--- config.mk ---
export PLATFORM = sky130hd
export DESIGN_NAME = smoothstep_declick_crossfade_top_flat
export DESIGN_NICKNAME = d
export VERILOG_FILES = /design/src/design/sdc_pkg.sv /design/src/design/sdc_in_if.sv /design/src/design/sdc_out_if.sv /design/src/design/smoothstep_declick_crossfade_top.sv /design/src/design/sdc_store.sv /design/src/design/sdc_gain.sv /design/src/design/sdc_mix.sv /design/src/flat_wrapper.sv
export SDC_FILE = /design/constraint.sdc
export NUM_CORES = 2
export LEC_CHECK = 0
export ABC_CLOCK_PERIOD_IN_PS = 9830
export BUFFER_PORTS_ARGS = -buffer_cell sky130_fd_sc_hd__buf_2
export CAP_MARGIN = 20
export CORE_UTILIZATION = 51
export DETAILED_ROUTE_END_ITERATION = 16
export PLACE_DENSITY_LB_ADDON = 0.2
export SYNTH_ARGS = -nofsm -noshare
export SYNTH_HDL_FRONTEND = slang
export SYNTH_SLANG_ARGS = --single-unit
--- constraint.sdc ---
create_clock -name clk -period 9.83 [get_ports clk]
set_input_delay 0.983 -clock clk [delete_from_list [all_inputs] [get_ports clk]]
set_output_delay 0.983 -clock clk [all_outputs]
set_load 0.1 [all_outputs]
--- src/design/sdc_pkg.sv ---
`timescale 1ns / 1ps
// ----------------------------------------------------------------------------
// sdc_pkg
// shared constants, codes and types of the smoothstep crossfade block
// ----------------------------------------------------------------------------
package sdc_pkg;

	localparam int MAX_CHANNELS_DEF = 8;
	localparam int SAMPLE_BITS_DEF  = 24;
	localparam int GAIN_BITS_DEF    = 16;

	localparam int REQ_W    = 2;
	localparam int CHAN_W   = 3;
	localparam int RAMP_W   = 14;
	localparam int FRAMES_W = 13;
	localparam int LIN_W    = FRAMES_W + 2;
	localparam int SQ_W     = 2 * FRAMES_W;
	localparam int NUM_W    = 3 * FRAMES_W;

	localparam logic [RAMP_W-1:0] RAMP_MIN   = 14'd1;
	localparam logic [RAMP_W-1:0] RAMP_MAX   = 14'd8192;
	localparam logic [RAMP_W-1:0] RAMP_RESET = 14'd128;

	// request codes
	localparam logic [REQ_W-1:0] REQ_SAMPLE = 2'd0;
	localparam logic [REQ_W-1:0] REQ_FADE   = 2'd1;
	localparam logic [REQ_W-1:0] REQ_CLEAR  = 2'd2;

	typedef enum logic [3:0] {
		ST_IDLE,
		ST_COPY_GO,
		ST_COPY,
		ST_GAIN,
		ST_GAIN_WAIT,
		ST_ANCHOR,
		ST_MIX,
		ST_MIX_WAIT,
		ST_OUT
	} sdc_state_t;

	typedef struct packed {
		logic clear;
		logic copy_start;
		logic rd_en;
		logic wr_en;
	} store_ctl_t;

	function automatic logic [RAMP_W-1:0] ramp_clamp(input logic [RAMP_W-1:0] v);
		logic [RAMP_W-1:0] r;
		if (v < RAMP_MIN) begin
			r = RAMP_MIN;
		end else if (v > RAMP_MAX) begin
			r = RAMP_MAX;
		end else begin
			r = v;
		end
		return r;
	endfunction

endpackage

--- src/design/sdc_in_if.sv ---
`timescale 1ns / 1ps
// ----------------------------------------------------------------------------
// sdc_in_if
// input channel: request words with channel tag and frame end mark
// ----------------------------------------------------------------------------
interface sdc_in_if #(
	parameter int SAMPLE_BITS = sdc_pkg::SAMPLE_BITS_DEF
) ();
	logic                             valid;
	logic                             ready;
	logic [sdc_pkg::REQ_W-1:0]        req_type;
	logic [sdc_pkg::CHAN_W-1:0]       chan;
	logic signed [SAMPLE_BITS-1:0]    sample_in;
	logic                             frame_end;

	modport source (output valid, req_type, chan, sample_in, frame_end, input ready);
	modport sink   (input valid, req_type, chan, sample_in, frame_end, output ready);
endinterface

--- src/design/sdc_out_if.sv ---
`timescale 1ns / 1ps
// ----------------------------------------------------------------------------
// sdc_out_if
// output channel: crossfaded sample words
// ----------------------------------------------------------------------------
interface sdc_out_if #(
	parameter int SAMPLE_BITS = sdc_pkg::SAMPLE_BITS_DEF
) ();
	logic                             valid;
	logic                             ready;
	logic signed [SAMPLE_BITS-1:0]    sample_out;
	logic [sdc_pkg::CHAN_W-1:0]       out_chan;
	logic                             out_frame_end;

	modport source (output valid, sample_out, out_chan, out_frame_end, input ready);
	modport sink   (input valid, sample_out, out_chan, out_frame_end, output ready);
endinterface

--- src/design/smoothstep_declick_crossfade_top.sv ---
`timescale 1ns / 1ps
// ----------------------------------------------------------------------------
// smoothstep_declick_crossfade_top
// per-frame smoothstep crossfade from held anchors to live audio
// ----------------------------------------------------------------------------
// Audio words come in one at a time on din, each tagged with its channel;
// a word on channel 0 starts a frame. A fade request word arms the ramp,
// a clear word zeroes the per-channel history and the ramp state, and
// neither produces an output word. At the next frame start an armed ramp
// snapshots every channel's last output as its anchor (a sweep through the
// two channel memories), then for ramp_length frames each sample is mixed
// as in*g + anchor*(1-g), with g the smoothstep of the frame position in
// Q1.GAIN_BITS and the mix rounded half up. One word is processed at a
// time: a pass-through sample goes straight to the output register, a
// ramped sample first reads the anchor memory and makes two passes through
// the shared mix multiplier, and a ramped frame start first computes the
// gain with one multiplier for four products and a restoring divider
// producing one quotient bit per cycle. The output register lets the next
// word be taken while a result waits on dout. ramp_length must be written
// through cfg_we/cfg_wdata only while the block is idle, which the block
// itself does not enforce; 0 acts as 1 and values above 8192 act as 8192.
// ----------------------------------------------------------------------------
module smoothstep_declick_crossfade_top #(
	parameter int MAX_CHANNELS = sdc_pkg::MAX_CHANNELS_DEF,
	parameter int SAMPLE_BITS  = sdc_pkg::SAMPLE_BITS_DEF,
	parameter int GAIN_BITS    = sdc_pkg::GAIN_BITS_DEF
) (
	input  logic                        clk,
	input  logic                        arst_n,
	sdc_in_if.sink                      din,
	sdc_out_if.source                   dout,
	input  logic                        cfg_we,
	input  logic [sdc_pkg::RAMP_W-1:0]  cfg_wdata
);

	localparam int AW = (MAX_CHANNELS > 1) ? $clog2(MAX_CHANNELS) : 1;

	// fsm
	sdc_pkg::sdc_state_t state_q;
	sdc_pkg::sdc_state_t state_d;

	// ramp control
	logic [sdc_pkg::RAMP_W-1:0]    ramp_length_q;
	logic [sdc_pkg::RAMP_W-1:0]    ramp_now;
	logic                          fade_armed_q;
	logic [sdc_pkg::FRAMES_W-1:0]  frames_done_q;
	logic [sdc_pkg::RAMP_W-1:0]    frames_left_q;
	logic [GAIN_BITS:0]            frame_gain_q;
	logic                          in_ramp_q;

	// word being processed
	logic [sdc_pkg::CHAN_W-1:0]    chan_q;
	logic                          fe_q;
	logic signed [SAMPLE_BITS-1:0] res_q;
	logic                          chan_ok;

	// output register
	logic                          out_vld_q;
	logic signed [SAMPLE_BITS-1:0] out_sample_q;
	logic [sdc_pkg::CHAN_W-1:0]    out_chan_q;
	logic                          out_fe_q;
	logic                          out_free;
	logic                          out_load;

	logic                          accept;
	sdc_pkg::store_ctl_t           store_ctl;
	logic                          copy_busy;
	logic signed [SAMPLE_BITS-1:0] anchor_data;
	logic signed [SAMPLE_BITS-1:0] anchor_sel;
	logic                          gain_start;
	logic                          gain_done;
	logic [GAIN_BITS:0]            gain;
	logic                          mix_start;
	logic                          mix_done;
	logic signed [SAMPLE_BITS-1:0] mix_result;

	assign din.ready = (state_q == sdc_pkg::ST_IDLE);
	assign accept    = din.valid & din.ready;
	assign ramp_now  = sdc_pkg::ramp_clamp(ramp_length_q);
	// channels beyond the memory have a zero anchor and are not remembered
	assign chan_ok   = (32'(chan_q) < MAX_CHANNELS);
	assign out_free  = !out_vld_q || dout.ready;
	assign anchor_sel = chan_ok ? anchor_data : '0;

	// next state
	always_comb begin
		state_d = state_q;
		case (state_q)
			sdc_pkg::ST_IDLE: begin
				if (accept && din.req_type == sdc_pkg::REQ_SAMPLE) begin
					if (din.chan == '0) begin
						if (fade_armed_q) begin
							state_d = sdc_pkg::ST_COPY_GO;
						end else if (frames_left_q != '0) begin
							state_d = sdc_pkg::ST_GAIN;
						end else begin
							state_d = sdc_pkg::ST_OUT;
						end
					end else if (in_ramp_q) begin
						state_d = sdc_pkg::ST_ANCHOR;
					end else begin
						state_d = sdc_pkg::ST_OUT;
					end
				end
			end
			sdc_pkg::ST_COPY_GO: state_d = sdc_pkg::ST_COPY;
			sdc_pkg::ST_COPY: begin
				if (!copy_busy) begin
					state_d = sdc_pkg::ST_GAIN;
				end
			end
			sdc_pkg::ST_GAIN: state_d = sdc_pkg::ST_GAIN_WAIT;
			sdc_pkg::ST_GAIN_WAIT: begin
				if (gain_done) begin
					state_d = sdc_pkg::ST_ANCHOR;
				end
			end
			sdc_pkg::ST_ANCHOR: state_d = sdc_pkg::ST_MIX;
			sdc_pkg::ST_MIX: state_d = sdc_pkg::ST_MIX_WAIT;
			sdc_pkg::ST_MIX_WAIT: begin
				if (mix_done) begin
					state_d = sdc_pkg::ST_OUT;
				end
			end
			sdc_pkg::ST_OUT: begin
				if (out_free) begin
					state_d = sdc_pkg::ST_IDLE;
				end
			end
			default: state_d = sdc_pkg::ST_IDLE;
		endcase
	end

	// fsm outputs
	always_comb begin
		out_load             = (state_q == sdc_pkg::ST_OUT) && out_free;
		store_ctl            = '0;
		store_ctl.clear      = accept && (din.req_type == sdc_pkg::REQ_CLEAR);
		store_ctl.copy_start = (state_q == sdc_pkg::ST_COPY_GO);
		store_ctl.rd_en      = (state_q == sdc_pkg::ST_ANCHOR) && chan_ok;
		// every output sample on a channel inside the memory becomes its last output
		store_ctl.wr_en      = out_load && chan_ok;
		gain_start           = (state_q == sdc_pkg::ST_GAIN);
		mix_start            = (state_q == sdc_pkg::ST_MIX);
	end

	// control registers
	always_ff @(posedge clk or negedge arst_n) begin
		if (!arst_n) begin
			state_q       <= sdc_pkg::ST_IDLE;
			ramp_length_q <= sdc_pkg::RAMP_RESET;
			fade_armed_q  <= 1'b0;
			frames_done_q <= '0;
			frames_left_q <= '0;
			frame_gain_q  <= '0;
			in_ramp_q     <= 1'b0;
			out_vld_q     <= 1'b0;
		end else begin
			state_q <= state_d;
			if (cfg_we) begin
				ramp_length_q <= cfg_wdata;
			end
			if (accept) begin
				case (din.req_type)
					sdc_pkg::REQ_FADE: fade_armed_q <= 1'b1;
					sdc_pkg::REQ_CLEAR: begin
						fade_armed_q  <= 1'b0;
						frames_done_q <= '0;
						frames_left_q <= '0;
						frame_gain_q  <= '0;
						in_ramp_q     <= 1'b0;
					end
					sdc_pkg::REQ_SAMPLE: begin
						// frame start: an armed ramp (re)starts here
						if (din.chan == '0) begin
							if (fade_armed_q) begin
								fade_armed_q  <= 1'b0;
								frames_done_q <= '0;
								frames_left_q <= ramp_now;
							end else if (frames_left_q == '0) begin
								in_ramp_q <= 1'b0;
							end
						end
					end
					default: ;
				endcase
			end
			// ramp frame: take the new gain and advance the frame counters
			if (state_q == sdc_pkg::ST_GAIN_WAIT && gain_done) begin
				frame_gain_q  <= gain;
				in_ramp_q     <= 1'b1;
				frames_done_q <= frames_done_q + 1'b1;
				frames_left_q <= frames_left_q - 1'b1;
			end
			if (out_load) begin
				out_vld_q <= 1'b1;
			end else if (dout.ready) begin
				out_vld_q <= 1'b0;
			end
		end
	end

	// payload registers
	always_ff @(posedge clk) begin
		if (accept) begin
			chan_q <= din.chan;
			fe_q   <= din.frame_end;
			res_q  <= din.sample_in;
		end else if (mix_done) begin
			res_q <= mix_result;
		end
		if (out_load) begin
			out_sample_q <= res_q;
			out_chan_q   <= chan_q;
			out_fe_q     <= fe_q;
		end
	end

	assign dout.valid         = out_vld_q;
	assign dout.sample_out    = out_sample_q;
	assign dout.out_chan      = out_chan_q;
	assign dout.out_frame_end = out_fe_q;

	sdc_store #(
		.MAX_CHANNELS (MAX_CHANNELS),
		.SAMPLE_BITS  (SAMPLE_BITS),
		.AW           (AW)
	) u_store (
		.clk         (clk),
		.arst_n      (arst_n),
		.ctl         (store_ctl),
		.rd_addr     (AW'(chan_q)),
		.wr_addr     (AW'(chan_q)),
		.wr_data     (res_q),
		.copy_busy   (copy_busy),
		.anchor_data (anchor_data)
	);

	// d = R - 1, R never exceeds 8192 so it fits the frame counter width
	sdc_gain #(
		.GAIN_BITS (GAIN_BITS)
	) u_gain (
		.clk    (clk),
		.arst_n (arst_n),
		.start  (gain_start),
		.n      (frames_done_q),
		.d      (sdc_pkg::FRAMES_W'(ramp_now - 1'b1)),
		.done   (gain_done),
		.gain   (gain)
	);

	sdc_mix #(
		.SAMPLE_BITS (SAMPLE_BITS),
		.GAIN_BITS   (GAIN_BITS)
	) u_mix (
		.clk    (clk),
		.arst_n (arst_n),
		.start  (mix_start),
		.x      (res_q),
		.a      (anchor_sel),
		.g      (frame_gain_q),
		.done   (mix_done),
		.result (mix_result)
	);

	// the last-output memory is never written while the snapshot sweep reads it
	a_copy_no_write: assert property (@(posedge clk) disable iff (!arst_n)
		copy_busy |-> !store_ctl.wr_en)
		else $error("last output written during anchor snapshot");

	// a mix only runs inside a ramped frame
	a_mix_in_ramp: assert property (@(posedge clk) disable iff (!arst_n)
		mix_start |-> in_ramp_q)
		else $error("mix started outside a ramp");

	// gain results only arrive while the fsm waits for them
	a_gain_done_wait: assert property (@(posedge clk) disable iff (!arst_n)
		gain_done |-> (state_q == sdc_pkg::ST_GAIN_WAIT))
		else $error("gain done outside gain wait");

	// a gain is only computed for a frame that is still left in the ramp
	a_gain_frames_left: assert property (@(posedge clk) disable iff (!arst_n)
		(state_q == sdc_pkg::ST_GAIN) |-> (frames_left_q != '0))
		else $error("gain requested with no ramp frames left");

endmodule

--- src/design/sdc_store.sv ---
`timescale 1ns / 1ps
// ----------------------------------------------------------------------------
// sdc_store
// per-channel memories: last output and anchor, with snapshot sweep
// ----------------------------------------------------------------------------
module sdc_store #(
	parameter int MAX_CHANNELS = sdc_pkg::MAX_CHANNELS_DEF,
	parameter int SAMPLE_BITS  = sdc_pkg::SAMPLE_BITS_DEF,
	parameter int AW           = (MAX_CHANNELS > 1) ? $clog2(MAX_CHANNELS) : 1
) (
	input  logic                          clk,
	input  logic                          arst_n,
	input  sdc_pkg::store_ctl_t           ctl,
	input  logic [AW-1:0]                 rd_addr,
	input  logic [AW-1:0]                 wr_addr,
	input  logic signed [SAMPLE_BITS-1:0] wr_data,
	output logic                          copy_busy,
	output logic signed [SAMPLE_BITS-1:0] anchor_data
);

	localparam logic [AW-1:0] LAST_IDX = AW'(MAX_CHANNELS - 1);

	logic signed [SAMPLE_BITS-1:0] last_mem [MAX_CHANNELS];
	logic signed [SAMPLE_BITS-1:0] anc_mem  [MAX_CHANNELS];

	logic [MAX_CHANNELS-1:0]       last_vld_q;
	logic [MAX_CHANNELS-1:0]       anc_vld_q;
	logic                          sweep_q;
	logic [AW-1:0]                 sweep_idx_q;
	logic                          cp_go_s1;
	logic [AW-1:0]                 cp_idx_s1;
	logic signed [SAMPLE_BITS-1:0] cp_data_s1;
	logic signed [SAMPLE_BITS-1:0] anc_rd_s1;
	logic                          anc_vld_s1;

	// memory ports
	always_ff @(posedge clk) begin
		if (ctl.wr_en) begin
			last_mem[wr_addr] <= wr_data;
		end
		cp_data_s1 <= last_mem[sweep_idx_q];
		cp_idx_s1  <= sweep_idx_q;
		if (cp_go_s1) begin
			anc_mem[cp_idx_s1] <= cp_data_s1;
		end
		if (ctl.rd_en) begin
			anc_rd_s1 <= anc_mem[rd_addr];
		end
	end

	always_ff @(posedge clk or negedge arst_n) begin
		if (!arst_n) begin
			sweep_q     <= 1'b0;
			sweep_idx_q <= '0;
			cp_go_s1    <= 1'b0;
			last_vld_q  <= '0;
			anc_vld_q   <= '0;
			anc_vld_s1  <= 1'b0;
		end else begin
			cp_go_s1 <= sweep_q;
			if (ctl.copy_start) begin
				sweep_q     <= 1'b1;
				sweep_idx_q <= '0;
				anc_vld_q   <= last_vld_q;
			end else if (sweep_q) begin
				if (sweep_idx_q == LAST_IDX) begin
					sweep_q <= 1'b0;
				end else begin
					sweep_idx_q <= sweep_idx_q + 1'b1;
				end
			end
			if (ctl.wr_en) begin
				last_vld_q[wr_addr] <= 1'b1;
			end
			if (ctl.rd_en) begin
				anc_vld_s1 <= anc_vld_q[rd_addr];
			end
			// clear wins over everything, entries read as zero afterwards
			if (ctl.clear) begin
				last_vld_q <= '0;
				anc_vld_q  <= '0;
			end
		end
	end

	assign copy_busy   = sweep_q | cp_go_s1;
	assign anchor_data = anc_vld_s1 ? anc_rd_s1 : '0;

endmodule

--- src/design/sdc_gain.sv ---
`timescale 1ns / 1ps
// ----------------------------------------------------------------------------
// sdc_gain
// smoothstep gain n^2(3d-2n)/d^3 with one shared multiplier and a
// restoring divider, one quotient bit per cycle
// ----------------------------------------------------------------------------
module sdc_gain #(
	parameter int GAIN_BITS = sdc_pkg::GAIN_BITS_DEF
) (
	input  logic                          clk,
	input  logic                          arst_n,
	input  logic                          start,
	input  logic [sdc_pkg::FRAMES_W-1:0]  n,
	input  logic [sdc_pkg::FRAMES_W-1:0]  d,
	output logic                          done,
	output logic [GAIN_BITS:0]            gain
);

	localparam int QW        = GAIN_BITS + 1;
	localparam int LAST_STEP = GAIN_BITS + 4;
	localparam int STEP_W    = $clog2(LAST_STEP + 1);
	localparam int REM_W     = sdc_pkg::NUM_W + 1;
	localparam int PROD_W    = sdc_pkg::SQ_W + sdc_pkg::LIN_W;

	localparam logic [STEP_W-1:0] STP_SQN  = STEP_W'(0);
	localparam logic [STEP_W-1:0] STP_SQD  = STEP_W'(1);
	localparam logic [STEP_W-1:0] STP_NUM  = STEP_W'(2);
	localparam logic [STEP_W-1:0] STP_D3   = STEP_W'(3);
	localparam logic [STEP_W-1:0] STP_INT  = STEP_W'(4);
	localparam logic [STEP_W-1:0] STP_LAST = STEP_W'(LAST_STEP);
	localparam logic [QW-1:0]     GAIN_ONE = {1'b1, {GAIN_BITS{1'b0}}};

	logic                          busy_q;
	logic                          done_q;
	logic [STEP_W-1:0]             step_q;
	logic [sdc_pkg::FRAMES_W-1:0]  n_q;
	logic [sdc_pkg::FRAMES_W-1:0]  d_q;
	logic [sdc_pkg::SQ_W-1:0]      sqn_q;
	logic [sdc_pkg::SQ_W-1:0]      sqd_q;
	logic [sdc_pkg::NUM_W-1:0]     num_q;
	logic [sdc_pkg::NUM_W-1:0]     d3_q;
	logic [REM_W-1:0]              rem_q;
	logic [QW-1:0]                 quo_q;

	logic [sdc_pkg::LIN_W-1:0]     lin;
	logic [sdc_pkg::SQ_W-1:0]      mul_a;
	logic [sdc_pkg::LIN_W-1:0]     mul_b;
	logic [PROD_W-1:0]             prod;
	logic [REM_W-1:0]              rem_sh;
	logic [REM_W-1:0]              trial;
	logic                          ge;

	// 3d - 2n, never negative since n is clamped to d
	assign lin = sdc_pkg::LIN_W'(d_q) + sdc_pkg::LIN_W'({d_q, 1'b0})
		- sdc_pkg::LIN_W'({n_q, 1'b0});

	always_comb begin
		case (step_q)
			STP_SQN: begin
				mul_a = sdc_pkg::SQ_W'(n_q);
				mul_b = sdc_pkg::LIN_W'(n_q);
			end
			STP_SQD: begin
				mul_a = sdc_pkg::SQ_W'(d_q);
				mul_b = sdc_pkg::LIN_W'(d_q);
			end
			STP_NUM: begin
				mul_a = sqn_q;
				mul_b = lin;
			end
			default: begin
				mul_a = sqd_q;
				mul_b = sdc_pkg::LIN_W'(d_q);
			end
		endcase
	end

	assign prod   = mul_a * mul_b;
	assign rem_sh = {rem_q[REM_W-2:0], 1'b0};
	assign ge     = rem_sh >= REM_W'(d3_q);
	assign trial  = rem_sh - REM_W'(d3_q);

	always_ff @(posedge clk or negedge arst_n) begin
		if (!arst_n) begin
			busy_q <= 1'b0;
			done_q <= 1'b0;
			step_q <= '0;
		end else begin
			done_q <= 1'b0;
			if (start) begin
				step_q <= '0;
				// a one-frame ramp has unity gain straight away
				if (d == '0) begin
					done_q <= 1'b1;
				end else begin
					busy_q <= 1'b1;
				end
			end else if (busy_q) begin
				if (step_q == STP_LAST) begin
					busy_q <= 1'b0;
					done_q <= 1'b1;
				end
				step_q <= step_q + 1'b1;
			end
		end
	end

	always_ff @(posedge clk) begin
		if (start) begin
			n_q <= (n > d) ? d : n;
			d_q <= d;
			if (d == '0) begin
				quo_q <= GAIN_ONE;
			end
		end else if (busy_q) begin
			case (step_q)
				STP_SQN: sqn_q <= prod[sdc_pkg::SQ_W-1:0];
				STP_SQD: sqd_q <= prod[sdc_pkg::SQ_W-1:0];
				STP_NUM: num_q <= prod[sdc_pkg::NUM_W-1:0];
				STP_D3:  d3_q  <= prod[sdc_pkg::NUM_W-1:0];
				STP_INT: begin
					// integer bit: num never exceeds d^3
					if (num_q >= d3_q) begin
						rem_q <= REM_W'(num_q - d3_q);
						quo_q <= QW'(1);
					end else begin
						rem_q <= REM_W'(num_q);
						quo_q <= '0;
					end
				end
				default: begin
					rem_q <= ge ? trial : rem_sh;
					quo_q <= {quo_q[QW-2:0], ge};
				end
			endcase
		end
	end

	assign done = done_q;
	assign gain = quo_q;

endmodule

--- src/design/sdc_mix.sv ---
`timescale 1ns / 1ps
// ----------------------------------------------------------------------------
// sdc_mix
// convex mix in*g + anchor*(1-g), one multiplier for both products,
// rounding half up
// ----------------------------------------------------------------------------
module sdc_mix #(
	parameter int SAMPLE_BITS = sdc_pkg::SAMPLE_BITS_DEF,
	parameter int GAIN_BITS   = sdc_pkg::GAIN_BITS_DEF
) (
	input  logic                          clk,
	input  logic                          arst_n,
	input  logic                          start,
	input  logic signed [SAMPLE_BITS-1:0] x,
	input  logic signed [SAMPLE_BITS-1:0] a,
	input  logic [GAIN_BITS:0]            g,
	output logic                          done,
	output logic signed [SAMPLE_BITS-1:0] result
);

	localparam int GW    = GAIN_BITS + 1;
	localparam int PW    = SAMPLE_BITS + GW + 1;
	localparam int ACC_W = PW + 1;

	localparam logic [GW-1:0]           ONE  = {1'b1, {GAIN_BITS{1'b0}}};
	localparam logic signed [ACC_W-1:0] HALF = ACC_W'(1) << (GAIN_BITS - 1);

	localparam logic [1:0] PH_IDLE = 2'd0;
	localparam logic [1:0] PH_MX   = 2'd1;
	localparam logic [1:0] PH_MA   = 2'd2;
	localparam logic [1:0] PH_RND  = 2'd3;

	logic [1:0]                    ph_q;
	logic                          done_q;
	logic signed [SAMPLE_BITS-1:0] x_q;
	logic signed [SAMPLE_BITS-1:0] a_q;
	logic [GW-1:0]                 g_q;
	logic signed [ACC_W-1:0]       acc_q;
	logic signed [SAMPLE_BITS-1:0] res_q;

	logic signed [SAMPLE_BITS-1:0] op_s;
	logic [GW-1:0]                 op_g;
	logic signed [PW-1:0]          prod;
	logic signed [ACC_W-1:0]       rnd;

	assign op_s = (ph_q == PH_MX) ? x_q : a_q;
	assign op_g = (ph_q == PH_MX) ? g_q : GW'(ONE - g_q);
	assign prod = op_s * $signed({1'b0, op_g});
	assign rnd  = (acc_q + HALF) >>> GAIN_BITS;

	always_ff @(posedge clk or negedge arst_n) begin
		if (!arst_n) begin
			ph_q   <= PH_IDLE;
			done_q <= 1'b0;
		end else begin
			done_q <= 1'b0;
			case (ph_q)
				PH_IDLE: if (start) begin
					ph_q <= PH_MX;
				end
				PH_MX:   ph_q <= PH_MA;
				PH_MA:   ph_q <= PH_RND;
				PH_RND: begin
					ph_q   <= PH_IDLE;
					done_q <= 1'b1;
				end
				default: ph_q <= PH_IDLE;
			endcase
		end
	end

	always_ff @(posedge clk) begin
		if (start) begin
			x_q <= x;
			a_q <= a;
			g_q <= g;
		end
		if (ph_q == PH_MX) begin
			acc_q <= ACC_W'(prod);
		end else if (ph_q == PH_MA) begin
			acc_q <= acc_q + ACC_W'(prod);
		end
		if (ph_q == PH_RND) begin
			res_q <= rnd[SAMPLE_BITS-1:0];
		end
	end

	assign done   = done_q;
	assign result = res_q;

endmodule

--- src/flat_wrapper.sv ---
// flat-port wrapper written by rule: the top's interface ports become plain ports
module smoothstep_declick_crossfade_top_flat 
#(
	parameter int MAX_CHANNELS = sdc_pkg::MAX_CHANNELS_DEF,
	parameter int SAMPLE_BITS  = sdc_pkg::SAMPLE_BITS_DEF,
	parameter int GAIN_BITS    = sdc_pkg::GAIN_BITS_DEF
)
  (clk, arst_n, cfg_we, cfg_wdata, din_valid, din_req_type, din_chan, din_sample_in, din_frame_end, din_ready, dout_valid, dout_sample_out, dout_out_chan, dout_out_frame_end, dout_ready);
  sdc_in_if #(.SAMPLE_BITS(SAMPLE_BITS)) din_i ();
  sdc_out_if #(.SAMPLE_BITS(SAMPLE_BITS)) dout_i ();
  input  logic clk;
  input  logic arst_n;
  input  logic cfg_we;
  input  logic [sdc_pkg::RAMP_W-1:0] cfg_wdata;
  input wire logic [$bits(din_i.valid)-1:0] din_valid;
  input wire logic [$bits(din_i.req_type)-1:0] din_req_type;
  input wire logic [$bits(din_i.chan)-1:0] din_chan;
  input wire logic [$bits(din_i.sample_in)-1:0] din_sample_in;
  input wire logic [$bits(din_i.frame_end)-1:0] din_frame_end;
  output wire logic [$bits(din_i.ready)-1:0] din_ready;
  output wire logic [$bits(dout_i.valid)-1:0] dout_valid;
  output wire logic [$bits(dout_i.sample_out)-1:0] dout_sample_out;
  output wire logic [$bits(dout_i.out_chan)-1:0] dout_out_chan;
  output wire logic [$bits(dout_i.out_frame_end)-1:0] dout_out_frame_end;
  input wire logic [$bits(dout_i.ready)-1:0] dout_ready;
  assign din_i.valid = din_valid;
  assign din_i.req_type = din_req_type;
  assign din_i.chan = din_chan;
  assign din_i.sample_in = din_sample_in;
  assign din_i.frame_end = din_frame_end;
  assign din_ready = din_i.ready;
  assign dout_valid = dout_i.valid;
  assign dout_sample_out = dout_i.sample_out;
  assign dout_out_chan = dout_i.out_chan;
  assign dout_out_frame_end = dout_i.out_frame_end;
  assign dout_i.ready = dout_ready;
  smoothstep_declick_crossfade_top #(.MAX_CHANNELS(MAX_CHANNELS), .SAMPLE_BITS(SAMPLE_BITS), .GAIN_BITS(GAIN_BITS)) u_core (.clk(clk), .arst_n(arst_n), .din(din_i), .dout(dout_i), .cfg_we(cfg_we), .cfg_wdata(cfg_wdata));
endmodule
# After elaboration in Yosys (flattened, before gate mapping)
# Memories as Yosys holds them, arrays and structs flattened. A register that Yosys moved wholly into a read port is not among the register bits.
# Cells that the tools add are included.
classes:
  n_bitwise: 5
  magnitude_cmp: 7
  multipliers: 2
  n_reduce_logical: 39
  add_sub_neg: 12
  n_eq_ne: 34
  mux: 83
op_table:
  columns: ["operator", "count"]
  rows:
  - ["$mux W17", 7]
  - ["$mux W43", 2]
  - ["$mux W14", 6]
  - ["$mux W39", 2]
  - ["$pmux W26 S3", 1]
  - ["$pmux W39 S2", 1]
  - ["$sub A39 B39 Y39", 2]
  - ["$mux W24", 3]
  - ["$mux W13", 5]
  - ["$add A43 B42 Y43", 1]
  - ["$mul A24 B18 Y42", 1]
  - ["$add A40 B17 Y40 const B", 1]
  - ["$ge A40 B39 Y1", 1]
  - ["$ge A39 B39 Y1", 1]
  - ["$mul A26 B15 Y39", 1]
  - ["$mux W4", 9]
  - ["$pmux W4 S9", 1]
  - ["$pmux W17 S2", 1]
  - ["$mux W8", 4]
  - ["$pmux W15 S2", 1]
  - ["$pmux W14 S2", 1]
  - ["$mux W1", 27]
  - ["$pmux W13 S2", 1]
  - ["$reduce_and A3 Y1", 7]
  - ["56 further kinds", 95]
word_totals:
  in_bits: 49
  mem_count: 2
  ff_bits: 500
  ramBits: 384
  word_cells: 223
memory_table:
  columns: ["memory", "words", "word_bits", "read_ports", "rd_ports_with_merged_regs", "write_ports", "line_no", "source"]
  rows:
  - ["u_core.u_store.anc_mem", 8, 24, 1, 1, 1, "sdc_store.sv:24", "logic signed [SAMPLE_BITS-1:0] anc_mem [MAX_CHANNELS];"]
  - ["u_core.u_store.last_mem", 8, 24, 1, 1, 1, "sdc_store.sv:23", "logic signed [SAMPLE_BITS-1:0] last_mem [MAX_CHANNELS];"]

# Longest topological paths before layout
logic_depth:
  depth_word: 8
  mapped_depth: 40
  ltp_nobuf: 39

# Modules after synthesis
# A second synthesis with hierarchy kept.
hier_totals:
  hier_cells: 6303
  hier_area_um2: 70485.1
modules_own_cells:
  columns: ["mod", "cells_per_inst", "n_inst", "area_each_um2", "seq_area_each_um2"]
  rows:
  - ["sdc_gain", 2822, 1, 26252.7, 6541.3]
  - ["sdc_mix", 2305, 1, 21769.6, 3948.8]
  - ["sdc_store", 727, 1, 16898.7, 13342.8]
  - ["smoothstep_declick_crossfade_top", 449, 1, 5564.1, 3309.4]

# Worst setup path after synthesis
# OpenSTA, ideal clock, no wires.
synth_timing:
  path_type: "register -> register"
  startpoint: "register u_core.u_mix.ph_q[1]"
  endpoint: "register u_core.u_mix.acc_q[35] (data pin)"
  arrival_time_ns: 9.438
  setup_time_ns: 0.260
  n_path_buf: 3
  path_slack_ns: 0.132
  path_stages_with_launch: 37
  cell_sequence: "dfrtp_1 inv_1 ha_1 clkbuf_1 clkbuf_1 buf_1 mux2i_1 nor2_1 fa_1 inv_1 fa_1 inv_1 fa_1 fa_1 fa_1 inv_1 fa_1 inv_1 ha_1 a21o_1 a211o_1 a211oi_1 a21oi_1 a21o_1 a21oi_1 xnor2_1 ha_1 and4_1 nand3_1 o221ai_1 a221o_1 a21o_1 a21o_1 a21oi_1 o21ai_0 xor2_1 mux2_2"
synth_between:
  elab_chain_len: 6
synth_lines:
  columns: ["element", "line_no", "source"]
  rows:
  - ["start, declared", "sdc_mix.sv:33", "logic [1:0] ph_q;"]
  - ["start signal, assigned", "sdc_mix.sv:53", "ph_q <= PH_IDLE;"]
  - ["start signal, assigned", "sdc_mix.sv:59", "ph_q <= PH_MX;"]
  - ["start signal, assigned", "sdc_mix.sv:61", "PH_MX: ph_q <= PH_MA;"]
  - ["$eq A2 B1 Y1 (*)", "sdc_mix.sv:46, sdc_mix.sv:47, sdc_mix.sv:78", null]
  - ["$mux W24 / $mux W17 (equally long branches)", "sdc_mix.sv:46, sdc_mix.sv:47", null]
  - ["$mul A24 B18 Y42", "sdc_mix.sv:48", "assign prod = op_s * $signed({1'b0, op_g});"]
  - ["$add A43 B42 Y43", "sdc_mix.sv:81", "acc_q <= acc_q + ACC_W'(prod);"]
  - ["$mux W43", "sdc_mix.sv:80", "end else if (ph_q == PH_MA) begin"]
  - ["$mux W43 (*)", "sdc_mix.sv:78", "if (ph_q == PH_MX) begin"]
  - ["end signal, assigned", "sdc_mix.sv:79", "acc_q <= ACC_W'(prod);"]
  - ["end signal, assigned", "sdc_mix.sv:81", null]
  - ["end, declared", "sdc_mix.sv:38", "logic signed [ACC_W-1:0] acc_q;"]
# Mark *: on every way between the ends. The rest lies on a longest branch, timed or not. The select of a mux whose other input is x is not followed.
# A chain may end at the register's enable or synchronous reset.

# Worst setup path after layout
layout_timing:
  startpoint: "register u_core.u_gain.d_q[1] (netlist bit)"
  endpoint: "register u_core.u_gain.d3_q[31] (netlist bit) (data pin)"
layout_between:
  elab_chain_len: 4
layout_lines:
  columns: ["element", "line_no", "source"]
  rows:
  - ["start, declared", "sdc_gain.sv:37", "logic [sdc_pkg::FRAMES_W-1:0] d_q;"]
  - ["start signal, assigned", "sdc_gain.sv:111", "d_q <= d;"]
  - ["$add A13 B14 Y15", "sdc_gain.sv:54", "assign lin = sdc_pkg::LIN_W'(d_q) + sdc_pkg::LIN_W'({d_q, 1'b0})"]
  - ["$sub A15 B14 Y15", "sdc_gain.sv:55", "- sdc_pkg::LIN_W'({n_q, 1'b0});"]
  - ["$pmux W15 S2", "sdc_gain.sv:58", "case (step_q)"]
  - ["$mul A26 B15 Y39 (*)", "sdc_gain.sv:78", "assign prod = mul_a * mul_b;"]
  - ["net u_core.u_gain.prod[31]", "sdc_gain.sv:48", "logic [PROD_W-1:0] prod;"]
  - ["end signal, assigned", "sdc_gain.sv:120", "STP_D3: d3_q <= prod[sdc_pkg::NUM_W-1:0];"]
  - ["end, declared", "sdc_gain.sv:41", "logic [sdc_pkg::NUM_W-1:0] d3_q;"]
# The timed path passes the listed nets; every way through them passes the cells marked *.

==> impl_metrics.ini <==
[place]
hpwl_mm = 137
gp_congestion = 0.942
port_buffers = 78
pre_cts_slack_ps = -51.4

[clock_tree]
cts-root-buf = clkbuf_16
cts_buffer_depth = 3
cts_tree = built
clock_latency_ps = 760
cts-hold-fix-buffers = 0
htreeDepth = 3
clk_pin_slew_ps = 60
cts_buffers = 99
cts.sinks = 929

[logic_synthesis]
synth_commonest_cells = inv_1 (907), nand2_1 (838), edfxtp_1 (805)
yosysSeqAreaShare = 0.390
yosys-top-cells-area = edfxtp_1 (35%), fa_1 (21%), ha_1 (6.5%)
ys_types = 98
synthCells = 6401
synth_edf_count = 805
async_flop_share = 0.104
synth_nets = 7525
synth-seq-cells = 929
synth_ff_type = edfxtp_1
yosysTopAreaCell = edfxtp_1
ys_warn_count = 0
yosysTopAreaCellShare = 0.348
syn_area_um2 = 69500
synth_most_common_cell = inv_1
postSynthAreaPerCell_um2 = 10.9

[setup_path]
path_delay_family = adder cells
r2r-start = u_core.u_gain.d_q[1]
critPathMaxFanout = 13
critPathMostFrequentCell = fa_1
reg2reg_depth = 33
worstSetupEndpointType = register
worstPathRequired_ps = 10220
worstSetupStartpoint = u_core.u_gain.d_q[1]
regToRegSetupSlack_ps = 340
timing.rr.end = u_core.u_gain.d3_q[31]
arrival_ps = 9880
critPathLaunchType = register
slowest_stage = fa_1
path_buf_inv = 6
slowest_delay_ps = 580
crit_end = u_core.u_gain.d3_q[31]
cp_num_cells = 33
path_class = reg2reg

[route]
drc = 0
dr.pass1.iters = 8
highest_layer = met5
vias_per_cell = 5.72
antenna_left = 0
vias = 48549
wl_met3_mm = 16.4
wl_met1_mm = 81.1
wl_mm = 184
wl_per_cell_um = 21.7
drtIter0Drc = 4306
wl_met2_mm = 82.5

[floorplanning]
rows = 135
die_y_um = 371
io_pins = 79
core_area_um2 = 135000
start_util = 0.514
dieWidth_um = 371
die_area_um2 = 138000

[outcome]
status = finished clean

[sta]
slew_headroom = 0.236
tightest_slew_ps = 1130
setup_tns_ps = 0
setup_ws_ps = 337
finalCriticalPeriod_ps = 9490
hold_violations = 0
slew_violations = 0
min_period_over_period = 0.966
max_freq_ghz = 0.105
skew_ps = 64.3
setup-violations-final = 0

[layout]
area_growth_pct = 11.5
seq_area_um2 = 27100
nets = 7745
multi_input_area_um2 = 38500
fillerInstances = 11302
drive_gt1_frac = 0.115

[hold_path]
hold_path.class = in2async

[grt]
grt_max_degree = 66
grt_overflow = 0
track_usage = 0.270
grt_antenna_before_repair = 14
grt_pass1_vias = 49028
grt_pass1_wl_mm = 284

[run]
cap_violations = 0
==> worst min path at each step <==
stage	from	slack, ps	endpoint	depth (start not counted)
3_3_place_gp	u_core.fe_q	410	u_core.dout.out_frame_end	0
5_1_grt	arst_n	370	u_core.frames_left_q[12]	1
4_1_cts	arst_n	310	u_core.in_ramp_q	1
3_5_place_dp	u_core.fe_q	410	u_core.dout.out_frame_end	0
2_1_floorplan	u_core.u_store.sweep_idx_q[0]	370	u_core.u_store.cp_idx_s1[0]	0
6_report	arst_n	320	u_core.frames_left_q[13]	1
==> metrics by stage <==
stage | hold slack [ps] | utilization | instance area, µm² | instances
after global routing | 366 | 0.573 | 77500 | 8486
final | 325 | 0.573 | 77500 | 8487
after detailed placement | 412 | 0.543 | 73500 | 8282
after floorplan | 372 | - | 69500 | 6401
after global placement | 411 | 0.543 | 73500 | 8281
after CTS | 309 | 0.569 | 77000 | 8469
==> cell families (layout without fill, tap and decap cells) <==
| kind of cell | after synthesis | after routing | share of synthesized area |
|---|---|---|---|
| AO/OA/AOI/OAI | 961 | 961 | 0.0913 |
| AND/OR/NAND/NOR | 1859 | 1859 | 0.117 |
| multiplexers | 183 | 183 | 0.0365 |
| adder cells (fa/ha/maj) | 1075 | 1075 | 0.271 |
| buffers and inverters | 1144 | 1448 | 0.0623 |
| other | 0 | 1 | 0 |
| flip-flops | 929 | 929 | 0.390 |
| XOR/XNOR | 250 | 250 | 0.0318 |
==> state kept, by name (all words and copies together) (netlist names), 14 cells and up <==
register and flops:
u_core.ramp_length_q 14, u_core.u_gain.rem_q 39, u_core.frames_left_q 14, u_core.u_gain.gain 17
u_core.u_store.cp_data_s1 24, u_core.u_store.last_mem 192, u_core.u_gain.num_q 39, u_core.u_mix.a_q 24
u_core.dout.sample_out 24, u_core.res_q 24, u_core.u_mix.acc_q 40, u_core.frame_gain_q 17
u_core.u_gain.d3_q 39, u_core.u_gain.sqd_q 26, u_core.u_mix.g_q 17, u_core.u_gain.sqn_q 26
u_core.u_store.anc_mem 192, u_core.u_store.anc_rd_s1 24, u_core.u_mix.result 24, u_core.u_mix.x_q 24
==> placed cells by master, fill, tap and decap left out, types with 83 or more instances in the layout <==
master,instances
edfxtp_1,805
nand3_1,83
a22oi_1,117
ha_1,356
a21oi_1,218
xnor2_1,149
xor2_1,88
dfrtp_1,94
clkbuf_16,99
nor2_1,496
o21ai_0,185
buf_4,260
inv_1,905
fa_1,714
nand2_1,838
==> timing repair <==
item | in CTS | in global routing
buffers inserted | 2 | 17
pin swaps | 1 | 32
gates cloned | 0 | 0
setup endpoints to repair | 3 | 26
resized for setup | 1 | 61
endpoints found under the hold margin | 0 | 0
==> area by class of cell <==
cell class / count / share of cell area
Clock buffer: 113 / 0.0327
Sequential cell: 929 / 0.350
Multi-Input combinational cell: 4328 / 0.497
Antenna cell: 1 / 0.0000323
Tap cell: 1781 / 0.0288
Inverter: 909 / 0.0440
Timing Repair Buffer: 354 / 0.0339
Clock inverter: 72 / 0.0128
==> layer usage <==
layer  up-vias  global-route usage
met5         -                   0
met4         2              0.0662
li1      21988                   -
met2      1840               0.417
met3       233              0.0548
met1     24486               0.390
Power is not shown: default switching activity piles up to over one toggle a cycle in this logic, so the estimate is an artifact.
